[config.mk]
export PLATFORM = sky130hd
export DESIGN_NAME = repeating_timer_table_flat
export DESIGN_NICKNAME = d
export VERILOG_FILES = /design/src/hdl/rtt_pkg.sv /design/src/hdl/rtt_if.sv /design/src/hdl/repeating_timer_table.sv /design/src/hdl/rtt_slot_eval.sv /design/src/flat_wrapper.sv
export SDC_FILE = /design/constraint.sdc
export NUM_CORES = 2
export LEC_CHECK = 0
export BUFFER_PORTS_ARGS = -buffer_cell sky130_fd_sc_hd__buf_2
export CORE_UTILIZATION = 35
export DETAILED_ROUTE_END_ITERATION = 12
export GPL_TIMING_DRIVEN = 0
export SLEW_MARGIN = 20
export SYNTH_ARGS = -nofsm -noshare
export SYNTH_HDL_FRONTEND = slang
export SYNTH_HIERARCHICAL = 1
export SYNTH_SLANG_ARGS = --single-unit
[constraint.sdc]
create_clock -name i_clk -period 31.1 [get_ports i_clk]
set_clock_uncertainty 0.05 [all_clocks]
set_input_delay 6.22 -clock i_clk [delete_from_list [all_inputs] [get_ports i_clk]]
set_output_delay 6.22 -clock i_clk [all_outputs]
set_load 0.02 [all_outputs]
[src/hdl/rtt_pkg.sv]
// Shared types and constants of the repeating timer table.
`timescale 1ns / 1ps
package rtt_pkg;

    localparam int SLOTS       = 16;
    localparam int MAX_RESULTS = 16;
    localparam int IDX_W       = (SLOTS > 1) ? $clog2(SLOTS) : 1;
    localparam int CNT_W       = $clog2(MAX_RESULTS + 1);
    localparam int ID_W        = 20;
    localparam int TIME_W      = 32;
    localparam int VAL_W       = 16;
    localparam int DUE_W       = 2 * VAL_W + 1;

    localparam logic [1:0] ACT_TICK  = 2'd0;
    localparam logic [1:0] ACT_START = 2'd1;
    localparam logic [1:0] ACT_STOP  = 2'd2;

    localparam logic [1:0] KIND_FIRED   = 2'd0;
    localparam logic [1:0] KIND_STARTED = 2'd1;
    localparam logic [1:0] KIND_FULL    = 2'd2;

    typedef struct packed {
        logic [TIME_W-1:0] start;
        logic [VAL_W-1:0]  period;
        logic [VAL_W-1:0]  limit;
        logic [VAL_W-1:0]  fired;
        logic [ID_W-1:0]   ident;
    } t_slot;

    typedef struct packed {
        logic             valid;
        logic [IDX_W-1:0] idx;
        logic             late;
    } t_eval;

endpackage

[src/hdl/rtt_if.sv]
// Request and result channels of the repeating timer table.
`timescale 1ns / 1ps
interface rtt_in_if;
    logic        valid;
    logic        ready;
    logic [1:0]  action;
    logic [15:0] period;
    logic [15:0] repeat_limit;
    logic [19:0] target_id;

    modport source (output valid, action, period, repeat_limit, target_id, input ready);
    modport sink   (input valid, action, period, repeat_limit, target_id, output ready);
endinterface

interface rtt_out_if;
    logic        valid;
    logic        ready;
    logic [1:0]  kind;
    logic [19:0] timer_id;
    logic        last;

    modport source (output valid, kind, timer_id, last, input ready);
    modport sink   (input valid, kind, timer_id, last, output ready);
endinterface

[src/hdl/repeating_timer_table.sv]
// Top level of the repeating timer table: control, slot memory and result register.
`timescale 1ns / 1ps
// Table of SLOTS repeating timers. A tick item advances the time counter and
// walks every slot once through the slot memory, one read per cycle, in index
// order; each slot that is due gives one fired item, and the last item of the
// tick carries last. A stop walks the slots the same way. Each walk passes
// through one read of the slot memory (one write port, one registered read
// port) per slot, the due check of rtt_slot_eval behind it, and the flush
// state that releases the final fired item. A start always gives one item,
// started or full. A stop gives no item. Requests are taken one at a time;
// a waiting result holds the slot walk.
module repeating_timer_table
    import rtt_pkg::*;
(
    input  logic     i_clk,
    input  logic     i_rst_n,
    rtt_in_if.sink   i_in,
    rtt_out_if.source o_out
);

    typedef enum logic [3:0] {
        S_IDLE  = 4'b0001,
        S_START = 4'b0010,
        S_SCAN  = 4'b0100,
        S_FLUSH = 4'b1000
    } t_state;

    localparam logic [IDX_W-1:0] LAST_IDX = IDX_W'(SLOTS - 1);

    t_state            r_state, n_state;
    logic [1:0]        r_op, n_op;
    logic [VAL_W-1:0]  r_period, n_period;
    logic [VAL_W-1:0]  r_limit, n_limit;
    logic [ID_W-1:0]   r_target, n_target;
    logic [TIME_W-1:0] r_now, n_now;
    logic [ID_W-1:0]   r_next_id, n_next_id;
    logic [SLOTS-1:0]  r_done, n_done;
    logic [IDX_W-1:0]  r_addr, n_addr;
    logic              r_issue, n_issue;
    logic [CNT_W-1:0]  r_fire_cnt, n_fire_cnt;
    logic              r_pend_valid, n_pend_valid;
    logic [ID_W-1:0]   r_pend_id, n_pend_id;
    logic              r_out_valid, n_out_valid;
    logic [1:0]        r_out_kind, n_out_kind;
    logic [ID_W-1:0]   r_out_id, n_out_id;
    logic              r_out_last, n_out_last;
    logic              r_s1_valid;
    logic [IDX_W-1:0]  r_s1_idx;

    t_slot             r_mem [SLOTS];
    t_slot             r_rd;

    logic              out_free;
    logic              adv;
    logic              rd_en;
    logic              mem_we;
    logic [IDX_W-1:0]  mem_waddr;
    t_slot             mem_wdata;
    logic              free_any;
    logic [IDX_W-1:0]  free_idx;
    t_eval             s2;
    t_slot             s2_ent;
    logic              chk;
    logic              fire;
    logic              stop_hit;
    logic [VAL_W-1:0]  fired_nx;
    logic [VAL_W-1:0]  lim_eff;
    logic              in_acc;

    assign out_free = !r_out_valid || o_out.ready;
    assign adv      = out_free;
    assign rd_en    = (r_state == S_SCAN) && adv && r_issue;
    assign in_acc   = i_in.valid && i_in.ready;

    assign i_in.ready     = (r_state == S_IDLE);
    assign o_out.valid    = r_out_valid;
    assign o_out.kind     = r_out_kind;
    assign o_out.timer_id = r_out_id;
    assign o_out.last     = r_out_last;

    // lowest free slot
    always_comb begin
        free_any = 1'b0;
        free_idx = '0;
        for (int k = SLOTS - 1; k >= 0; k--) begin
            if (r_done[k]) begin
                free_any = 1'b1;
                free_idx = IDX_W'(k);
            end
        end
    end

    rtt_slot_eval u_eval (
        .i_clk   (i_clk),
        .i_rst_n (i_rst_n),
        .i_adv   (adv),
        .i_valid (r_s1_valid),
        .i_idx   (r_s1_idx),
        .i_ent   (r_rd),
        .i_now   (r_now),
        .o_stat  (s2),
        .o_ent   (s2_ent)
    );

    always_comb begin
        fired_nx = s2_ent.fired + {{(VAL_W-1){1'b0}}, 1'b1};
        lim_eff  = (s2_ent.limit == '0) ? {{(VAL_W-1){1'b0}}, 1'b1} : s2_ent.limit;
        // slots past the per-tick cap are left untouched for a later tick
        chk      = s2.valid && (r_op == ACT_TICK) && !r_done[s2.idx] &&
                   (r_fire_cnt < CNT_W'(MAX_RESULTS));
        fire     = chk && s2.late;
        stop_hit = s2.valid && (r_op == ACT_STOP) && !r_done[s2.idx] &&
                   (s2_ent.ident == r_target);
    end

    always_comb begin
        n_state      = r_state;
        n_op         = r_op;
        n_period     = r_period;
        n_limit      = r_limit;
        n_target     = r_target;
        n_now        = r_now;
        n_next_id    = r_next_id;
        n_done       = r_done;
        n_addr       = r_addr;
        n_issue      = r_issue;
        n_fire_cnt   = r_fire_cnt;
        n_pend_valid = r_pend_valid;
        n_pend_id    = r_pend_id;
        n_out_valid  = r_out_valid && !o_out.ready;
        n_out_kind   = r_out_kind;
        n_out_id     = r_out_id;
        n_out_last   = r_out_last;
        mem_we       = 1'b0;
        mem_waddr    = s2.idx;
        mem_wdata    = s2_ent;

        case (r_state)
            S_IDLE: begin
                if (in_acc) begin
                    n_op       = i_in.action;
                    n_period   = i_in.period;
                    n_limit    = i_in.repeat_limit;
                    n_target   = i_in.target_id;
                    n_addr     = '0;
                    n_issue    = 1'b1;
                    n_fire_cnt = '0;
                    if (i_in.action == ACT_TICK) begin
                        n_now   = r_now + {{(TIME_W-1){1'b0}}, 1'b1};
                        n_state = S_SCAN;
                    end else if (i_in.action == ACT_STOP) begin
                        n_state = S_SCAN;
                    end else if (i_in.action == ACT_START) begin
                        n_state = S_START;
                    end
                end
            end
            S_START: begin
                if (out_free) begin
                    n_out_valid = 1'b1;
                    n_out_last  = 1'b1;
                    n_state     = S_IDLE;
                    if (free_any) begin
                        mem_we          = 1'b1;
                        mem_waddr       = free_idx;
                        mem_wdata.start  = r_now;
                        mem_wdata.period = r_period;
                        mem_wdata.limit  = r_limit;
                        mem_wdata.fired  = '0;
                        mem_wdata.ident  = r_next_id;
                        n_done[free_idx] = 1'b0;
                        n_out_kind      = KIND_STARTED;
                        n_out_id        = r_next_id;
                        n_next_id       = r_next_id + {{(ID_W-1){1'b0}}, 1'b1};
                    end else begin
                        n_out_kind = KIND_FULL;
                        n_out_id   = '0;
                    end
                end
            end
            S_SCAN: begin
                if (adv) begin
                    if (r_issue) begin
                        if (r_addr == LAST_IDX) begin
                            n_issue = 1'b0;
                        end else begin
                            n_addr = r_addr + {{(IDX_W-1){1'b0}}, 1'b1};
                        end
                    end
                    if (fire) begin
                        mem_we          = 1'b1;
                        mem_wdata.fired = fired_nx;
                        n_fire_cnt      = r_fire_cnt + {{(CNT_W-1){1'b0}}, 1'b1};
                        if (fired_nx >= lim_eff) begin
                            n_done[s2.idx] = 1'b1;
                        end
                        // hold the newest fire until we know whether it is the last
                        if (r_pend_valid) begin
                            n_out_valid = 1'b1;
                            n_out_kind  = KIND_FIRED;
                            n_out_id    = r_pend_id;
                            n_out_last  = 1'b0;
                        end
                        n_pend_valid = 1'b1;
                        n_pend_id    = s2_ent.ident;
                    end
                    if (stop_hit) begin
                        n_done[s2.idx] = 1'b1;
                    end
                    if (s2.valid && s2.idx == LAST_IDX) begin
                        n_state = S_FLUSH;
                    end
                end
            end
            S_FLUSH: begin
                if (!r_pend_valid) begin
                    n_state = S_IDLE;
                end else if (out_free) begin
                    n_out_valid  = 1'b1;
                    n_out_kind   = KIND_FIRED;
                    n_out_id     = r_pend_id;
                    n_out_last   = 1'b1;
                    n_pend_valid = 1'b0;
                    n_state      = S_IDLE;
                end
            end
            default: begin
                n_state = S_IDLE;
            end
        endcase
    end

    always_ff @(posedge i_clk) begin
        if (!i_rst_n) begin
            r_state      <= S_IDLE;
            r_now        <= '0;
            r_next_id    <= '0;
            r_done       <= '1;
            r_issue      <= 1'b0;
            r_fire_cnt   <= '0;
            r_pend_valid <= 1'b0;
            r_out_valid  <= 1'b0;
            r_s1_valid   <= 1'b0;
        end else begin
            r_state      <= n_state;
            r_now        <= n_now;
            r_next_id    <= n_next_id;
            r_done       <= n_done;
            r_issue      <= n_issue;
            r_fire_cnt   <= n_fire_cnt;
            r_pend_valid <= n_pend_valid;
            r_out_valid  <= n_out_valid;
            if (adv) begin
                r_s1_valid <= rd_en;
            end
        end
    end

    always_ff @(posedge i_clk) begin
        r_op       <= n_op;
        r_period   <= n_period;
        r_limit    <= n_limit;
        r_target   <= n_target;
        r_addr     <= n_addr;
        r_pend_id  <= n_pend_id;
        r_out_kind <= n_out_kind;
        r_out_id   <= n_out_id;
        r_out_last <= n_out_last;
        if (rd_en) begin
            r_s1_idx <= r_addr;
        end
    end

    // slot memory: one write port, one registered read port
    always_ff @(posedge i_clk) begin
        if (mem_we) begin
            r_mem[mem_waddr] <= mem_wdata;
        end
        if (rd_en) begin
            r_rd <= r_mem[r_addr];
        end
    end

    a_pend_in_scan: assert property (@(posedge i_clk) disable iff (!i_rst_n)
        r_pend_valid |-> (r_state == S_SCAN || r_state == S_FLUSH))
        else $error("pending fire outside a tick walk");

    a_fire_cap: assert property (@(posedge i_clk) disable iff (!i_rst_n)
        r_fire_cnt <= CNT_W'(MAX_RESULTS))
        else $error("fire count above cap");

    a_start_result: assert property (@(posedge i_clk) disable iff (!i_rst_n)
        (r_state == S_START && out_free) |=> (r_state == S_IDLE && r_out_valid && r_out_last))
        else $error("start did not produce its item");

    a_no_write_idle: assert property (@(posedge i_clk) disable iff (!i_rst_n)
        mem_we |-> (r_state == S_START || (r_state == S_SCAN && fire)))
        else $error("slot memory written outside start or fire");

endmodule

[src/hdl/rtt_slot_eval.sv]
// Due-time stage: elapsed time and (fired + 1) * period for one slot entry.
`timescale 1ns / 1ps
module rtt_slot_eval
    import rtt_pkg::*;
(
    input  logic              i_clk,
    input  logic              i_rst_n,
    input  logic              i_adv,
    input  logic              i_valid,
    input  logic [IDX_W-1:0]  i_idx,
    input  t_slot             i_ent,
    input  logic [TIME_W-1:0] i_now,
    output t_eval             o_stat,
    output t_slot             o_ent
);

    logic              r_valid;
    logic [IDX_W-1:0]  r_idx;
    t_slot             r_ent;
    logic [TIME_W-1:0] r_elapsed;
    logic [DUE_W-1:0]  r_due;

    logic [VAL_W:0]    fired_p1;
    logic [DUE_W-1:0]  n_due;

    always_comb begin
        fired_p1 = {1'b0, i_ent.fired} + {{VAL_W{1'b0}}, 1'b1};
        n_due    = {{(DUE_W-VAL_W-1){1'b0}}, fired_p1} * {{(DUE_W-VAL_W){1'b0}}, i_ent.period};
    end

    always_ff @(posedge i_clk) begin
        if (!i_rst_n) begin
            r_valid <= 1'b0;
        end else if (i_adv) begin
            r_valid <= i_valid;
        end
    end

    always_ff @(posedge i_clk) begin
        if (i_adv) begin
            r_idx     <= i_idx;
            r_ent     <= i_ent;
            r_elapsed <= i_now - i_ent.start;
            r_due     <= n_due;
        end
    end

    assign o_stat.valid = r_valid;
    assign o_stat.idx   = r_idx;
    assign o_stat.late  = {{(DUE_W-TIME_W){1'b0}}, r_elapsed} > r_due;
    assign o_ent        = r_ent;

endmodule

[src/flat_wrapper.sv]
// flat-port wrapper written by rule: the top's interface ports become plain ports
module repeating_timer_table_flat import rtt_pkg::*;
  (i_clk, i_rst_n, i_in_valid, i_in_action, i_in_period, i_in_repeat_limit, i_in_target_id, i_in_ready, o_out_valid, o_out_kind, o_out_timer_id, o_out_last, o_out_ready);
  rtt_in_if i_in_i ();
  rtt_out_if o_out_i ();
  input  logic i_clk;
  input  logic i_rst_n;
  input wire logic [$bits(i_in_i.valid)-1:0] i_in_valid;
  input wire logic [$bits(i_in_i.action)-1:0] i_in_action;
  input wire logic [$bits(i_in_i.period)-1:0] i_in_period;
  input wire logic [$bits(i_in_i.repeat_limit)-1:0] i_in_repeat_limit;
  input wire logic [$bits(i_in_i.target_id)-1:0] i_in_target_id;
  output wire logic [$bits(i_in_i.ready)-1:0] i_in_ready;
  output wire logic [$bits(o_out_i.valid)-1:0] o_out_valid;
  output wire logic [$bits(o_out_i.kind)-1:0] o_out_kind;
  output wire logic [$bits(o_out_i.timer_id)-1:0] o_out_timer_id;
  output wire logic [$bits(o_out_i.last)-1:0] o_out_last;
  input wire logic [$bits(o_out_i.ready)-1:0] o_out_ready;
  assign i_in_i.valid = i_in_valid;
  assign i_in_i.action = i_in_action;
  assign i_in_i.period = i_in_period;
  assign i_in_i.repeat_limit = i_in_repeat_limit;
  assign i_in_i.target_id = i_in_target_id;
  assign i_in_ready = i_in_i.ready;
  assign o_out_valid = o_out_i.valid;
  assign o_out_kind = o_out_i.kind;
  assign o_out_timer_id = o_out_i.timer_id;
  assign o_out_last = o_out_i.last;
  assign o_out_i.ready = o_out_ready;
  repeating_timer_table u_core (.i_clk(i_clk), .i_rst_n(i_rst_n), .i_in(i_in_i), .o_out(o_out_i));
endmodule
# After elaboration in Yosys (flattened, before gate mapping)
# Memory sizes are Yosys's and may differ from the RTL's. A register that Yosys moved wholly into a read port is not among the register bits.
# Index checks and enable logic that the tools add are counted.
# Widths: inputs -> output; s select.
# classes
add_sub_neg	7
multipliers	1
order_cmp	7
n_eq_ne	22
mux	121
bitwise_logic	4
n_reduce_logical	37
# ops
operator	n
$mux 100	2
$mux 16	11
$mux 20	8
$mux 4	31
$mux 64	1
$pmux 16 s2	2
$pmux 20 s3	1
$mux 1	43
$gt 32x33->1	1
$mul 17x16->33	1
$add 32x1->32 const B	1
$or 16x16->16	2
$sub 32x32->32	1
$add 20x1->20 const B	1
$eq 20x20->1	1
$add 16x1->17 const B	1
$add 16x1->16 const B	1
$and 16x16->16	1
$ge 16x16->1	1
$logic_not 16->1	1
$ne 2x1->1 const B	8
$not 16->16	1
$pmux 4 s4	1
$mux 5	3
32 further kinds	74
# word_totals
ff_bits	356
ram_bits	1600
inputBits	58
out_inout_bits	25
elab_cells	228
mem_count	1
# mem_list
memory	words	width	rd	rd_ports_with_merged_regs	write_ports	line	rtl
u_core.r_mem	16	100	1	1	1	repeating_timer_table.sv:50	t_slot r_mem [SLOTS];

# Logic depth before layout (Yosys ltp)
# depth
ltp_word	25
depth_mapped	28
depth_no_buf	27

# By module
# Netlist, hierarchy kept.
# by_module_without_submodules
mod	n_inst	cells_each	area_per_inst_um2	seq_area_each_um2
repeating_timer_table	1	3424	72614.6	55823.5
rtt_slot_eval	1	1621	16943.8	5094.9

# Worst setup path before layout
# OpenSTA, ideal clock, no wires.
# synth_path
path_kind	input-to-reg
start	in o_out_ready
end	mem u_core/r_mem[10][0] in the netlist's numbering (enable)
setup_time_ns	0.681
arrival_ns	18.488
required_ns	30.369
path_slack_ns	11.880
cell_stages	9
n_path_buf	2
path_cell_list	nor2b_1 clkbuf_1 clkinv_1 nand2_1 a21oi_1 o22ai_1 nand2b_1 clkbuf_1 nor3_1
# synth_via
elab_chain_cells	5
word_cells_on_any_way	8
classes_between	mux (7); reduce/logical (1)
# synth_rtl
element	line	rtl
start, declared	flat_wrapper.sv:18	input wire logic [$bits(o_out_i.ready)-1:0] o_out_ready;
$logic_or 1x1->1 *	repeating_timer_table.sv:70	assign out_free = !r_out_valid || o_out.ready;
via u_core.adv	repeating_timer_table.sv:54	logic adv;
$mux 1, on equally long branches	repeating_timer_table.sv:182, repeating_timer_table.sv:159	
$pmux 1 s2	repeating_timer_table.sv:138	case (r_state)
$mux 1	repeating_timer_table.sv:276	if (mem_we) begin
$mux 1 (implied by the code)	repeating_timer_table.sv:277	r_mem[mem_waddr] <= mem_wdata;
end, declared	repeating_timer_table.sv:50	
# Mark *: on every way through the listed nets, which the timed path passes. The rest lies on a longest branch.

# Worst setup path in the final report
# layout_path
start	in o_out_ready
end	mem u_core/r_mem[11][53] in the netlist's numbering (enable)
# The elaborated chain is that of the path after synthesis.

==> flow_summary.yaml <==
setup_path:
  cp_cell_sequence: "buf_2 -> nor2b_1 -> clkbuf_1 -> clkinv_4 -> buf_16 -> nand2_1 -> nor2_1 -> buf_2 -> nor2_1 -> a31oi_1 -> nor3_2 -> buf_4 -> buf_4 -> buf_6 -> buf_4 -> buf_4"
  max_stage_delay_ns: 0.71
  start_kind: "input pin"
  cp.required_ns: 31.57
  cp_slowest_cell: "nor3_2"
  end_kind: "flip-flop"
  crit_type: "input pin to flip-flop"
  cpMostUsedCell: "buf_4"
  regToRegSetupSlack_ns: 22.28
  arrival_ns: 11.16
  crit_fanout: 56
sta:
  rsz0062_at_grt: "no"
  slew_headroom_pct: 24.3
  fin_crit_sh_pct: 34.4
  setup-violations-final: 0
  hold_viol: 0
  tightest_slew_ns: 1.13
  period_minus_slack_ns: 10.69
  setup_tns_ns: 0
  drv_slew: 0
  fmax_ghz: 0.0936
clock_network:
  cts_resized: 0
  cts_setup_buffers: 0
  tritoncts: "built"
  clk_latency_ns: 0.86
  cts_max_path_buffers: 3
  clkTransAtPathRegs_ns: 0.06
  cts_hold_buf: 0
  cts_buffers: 207
  cts-root-buf: "clkbuf_16"
  cts.sinks: 2056
  h-tree-depth: 4
floorplan:
  start_util_pct: 35.2
  io-pin-count: 83
  die_h_um: 508
  dieArea_um2: 258000
  core_area_um2: 254000
  rows: 185
  die-width_um: 508
final_layout:
  area_delta_synth_final_pct: 16.3
  fin_area_um2: 104000
  drive_gt1_share_pct: 21.8
  final_util_pct: 41.0
  nNetsFinal: 6019
worst_hold_path:
  hp-class: "flip-flop to flip-flop"
detailed_routing:
  firstDrtPassIters: 7
  drc: 0
  drtIter0Drc: 5257
  dr_total_vias: 48787
  ant_nets: 0
  vias_per_cell: 5.36
  wl_per_cell_um: 26.1
  wl_um: 238000
placement:
  portBuffers: 82
  post-dp-hpwl_um: 162000
  gp_congestion: 0.857
  dpl_cell_area_um2: 97300
logic_synthesis:
  synthesis.nets: 5504
  post_synth.cell_area_avg_um2: 17.8
  ys_warn_count: 6
  synth-seq-cells: 2056
  synth_flop_cell: "edfxtp_1"
  ys_async_sr_fraction_pct: 0
  syn-instance-count: 5045
  synth-seq-area-share_pct: 68.0
  ys_types: 92
  syn_area_um2: 89600
  synth_edf_count: 1974
power_and_ir_drop:
  seqPwrFrac_pct: 49.5
  max-vdd-ir-drop_mv: 0.0596
  p_sw_share_pct: 23.5
  total_power_mw: 6.26
  powerDensity_nw_per_um2: 60.1
  clkPwrFrac_pct: 39.6
  p_int_mw: 4.79
  p_sw_mw: 1.47
  p_leak_nw: 35.9
  pwr-share-comb_pct: 10.9
global_route:
  grt_start_max_net_pins: 61
  antenna_found_initial: 4
  grt.busiest_layer: "met2"
  grt_pass1_vias: 49893
  grt_pass1_wl_um: 346000
  grtUsageMet2_pct: 29.9
  grt_overflow: 0
  use_met1_pct: 25.7
  gr-usage-met3_pct: 3.23
  track_usage_pct: 18.4
job:
  max_cap_violations: 0
outcome:
  status: "completed"
[registers in the layout, indices dropped and copies added (netlist names), 2 cells and up]
signal and flops:
u_core/o_out.kind 2, u_core/u_eval/r_due 33, u_core/r_addr 4, u_core/r_mem 1600, u_core/r_now 32, u_core/r_done 16, u_core/r_s1_idx 4, u_core/r_period 16
u_core/u_eval/r_elapsed 32, u_core/r_fire_cnt 5, u_core/r_state 4, u_core/r_pend_id 20, u_core/u_eval/r_idx 4, u_core/r_target 20, u_core/o_out.timer_id 20, u_core/r_op 2
u_core/u_eval/o_ent 100, u_core/r_next_id 20, u_core/r_limit 16, u_core/r_rd 100
[final cells by class]
class,instances,area (µm²)
Buffer,218,961
Sequential cell,2056,60900
Timing Repair Buffer,306,3370
Inverter,337,1270
Clock buffer,263,5480
Tap cell,3366,4210
Fill cell,22671,150000
Clock inverter,124,1340
Multi-Input combinational cell,2434,26600
Antenna cell,1,2.50
[metrics by stage]
stage,hold slack [ns],instances,setup WS [ns]
finish,0.367,9105,20.41
global route,0.372,9104,20.30
CTS,0.368,9104,20.42
detailed placement,0.355,8717,19.54
global placement,0.353,8493,-4.93
floorplan,0.350,5045,11.88
[power groups by stage]
stage,logic (mW),clock network (mW),registers [mW]
4_1_cts,0.691,2.52,3.10
2_1_floorplan,0.458,0,3.16
5_1_grt,0.736,2.63,3.10
6_report,0.680,2.48,3.10
3_5_place_dp,0.688,0,3.16
3_3_place_gp,0.671,0,3.17
[synth_stat cells (all sizes together) (7+ instances only)]
master  count  area share, %
nor4       16           0.13
nand2b     17           0.12
nand4      39           0.29
buf        86           0.46
o21bai     10          0.084
o211ai     18           0.16
inv       336            1.4
a21oi     107           0.61
and3       23           0.17
nor2      132           0.56
clkbuf    132           0.55
o21a       11          0.092
nand2     472            2.0
nor2b      32           0.23
fa        209            4.7
mux4      504             13
a22o        7          0.068
a31oi       9          0.063
xor2       63           0.62
xnor2      89           0.87
and2      127           0.89
dfxtp      82            1.8
ha        192            2.7
nand3      77           0.43
edfxtp   1974             66
o21ai      97           0.55
a21o       40           0.34
or3        14           0.10
nor3       31           0.18
o31ai       8          0.073
[cells in the final DEF (no fill, tap or decap), drive strengths merged, types with 82 or more instances in the layout]
cell type  count
a21oi        107
inv          342
and2         127
mux4         504
dfxtp         82
xnor2         89
nand2        472
o21ai         97
clkbuf       401
buf          386
edfxtp      1974
ha           192
nor2         132
fa           209
clkinv        90
[critical path, delay by kind of cell]
kind / cells / cell delay (ns)
AO/OA/AOI/OAI: 1 / 0.15
buffers and inverters: 10 / 2.96
AND/OR/NAND/NOR: 5 / 1.73
[metal layers]
layer | vias to the layer above | share of wire [%] | routed length (µm)
met1 | 26047 | 42 | 100000
met3 | 337 | 7.4 | 17600
met4 | 6 | 2.4 | 5630
met5 | - | 0.017 | 41
met2 | 1948 | 48 | 114000
li1 | 20449 | - | -
[cell families (layout without fill, tap and decap cells)]
| group | after synthesis | in the layout | synth area share [%] |
|---|---|---|---|
| flops | 2056 | 2056 | 68.0 |
| simple gates | 1005 | 1005 | 5.33 |
| buf+inv | 555 | 1248 | 2.43 |
| mux | 514 | 514 | 12.8 |
| fa+ha+maj | 401 | 401 | 7.35 |
| compound gates | 362 | 362 | 2.59 |
| xor+xnor | 152 | 152 | 1.49 |
| other cells | 0 | 1 | 0 |
[worst paths after layout]
path / from / endpoint / cells past startpoint
min: u_core/r_rd[7]$_DFFE_PP_ / u_core/u_eval/o_ent[7]$_DFFE_PP_ / 0
min reg2reg: u_core/r_rd[7]$_DFFE_PP_ / u_core/u_eval/o_ent[7]$_DFFE_PP_ / 0
max reg2reg: u_core/r_rd[20]$_DFFE_PP_ / u_core/u_eval/r_due[31]$_DFFE_PP_ / 26
max: o_out_ready / u_core/r_mem[11][53]$_DFFE_PP_ / 16
(Power assumes the default switching activity.)
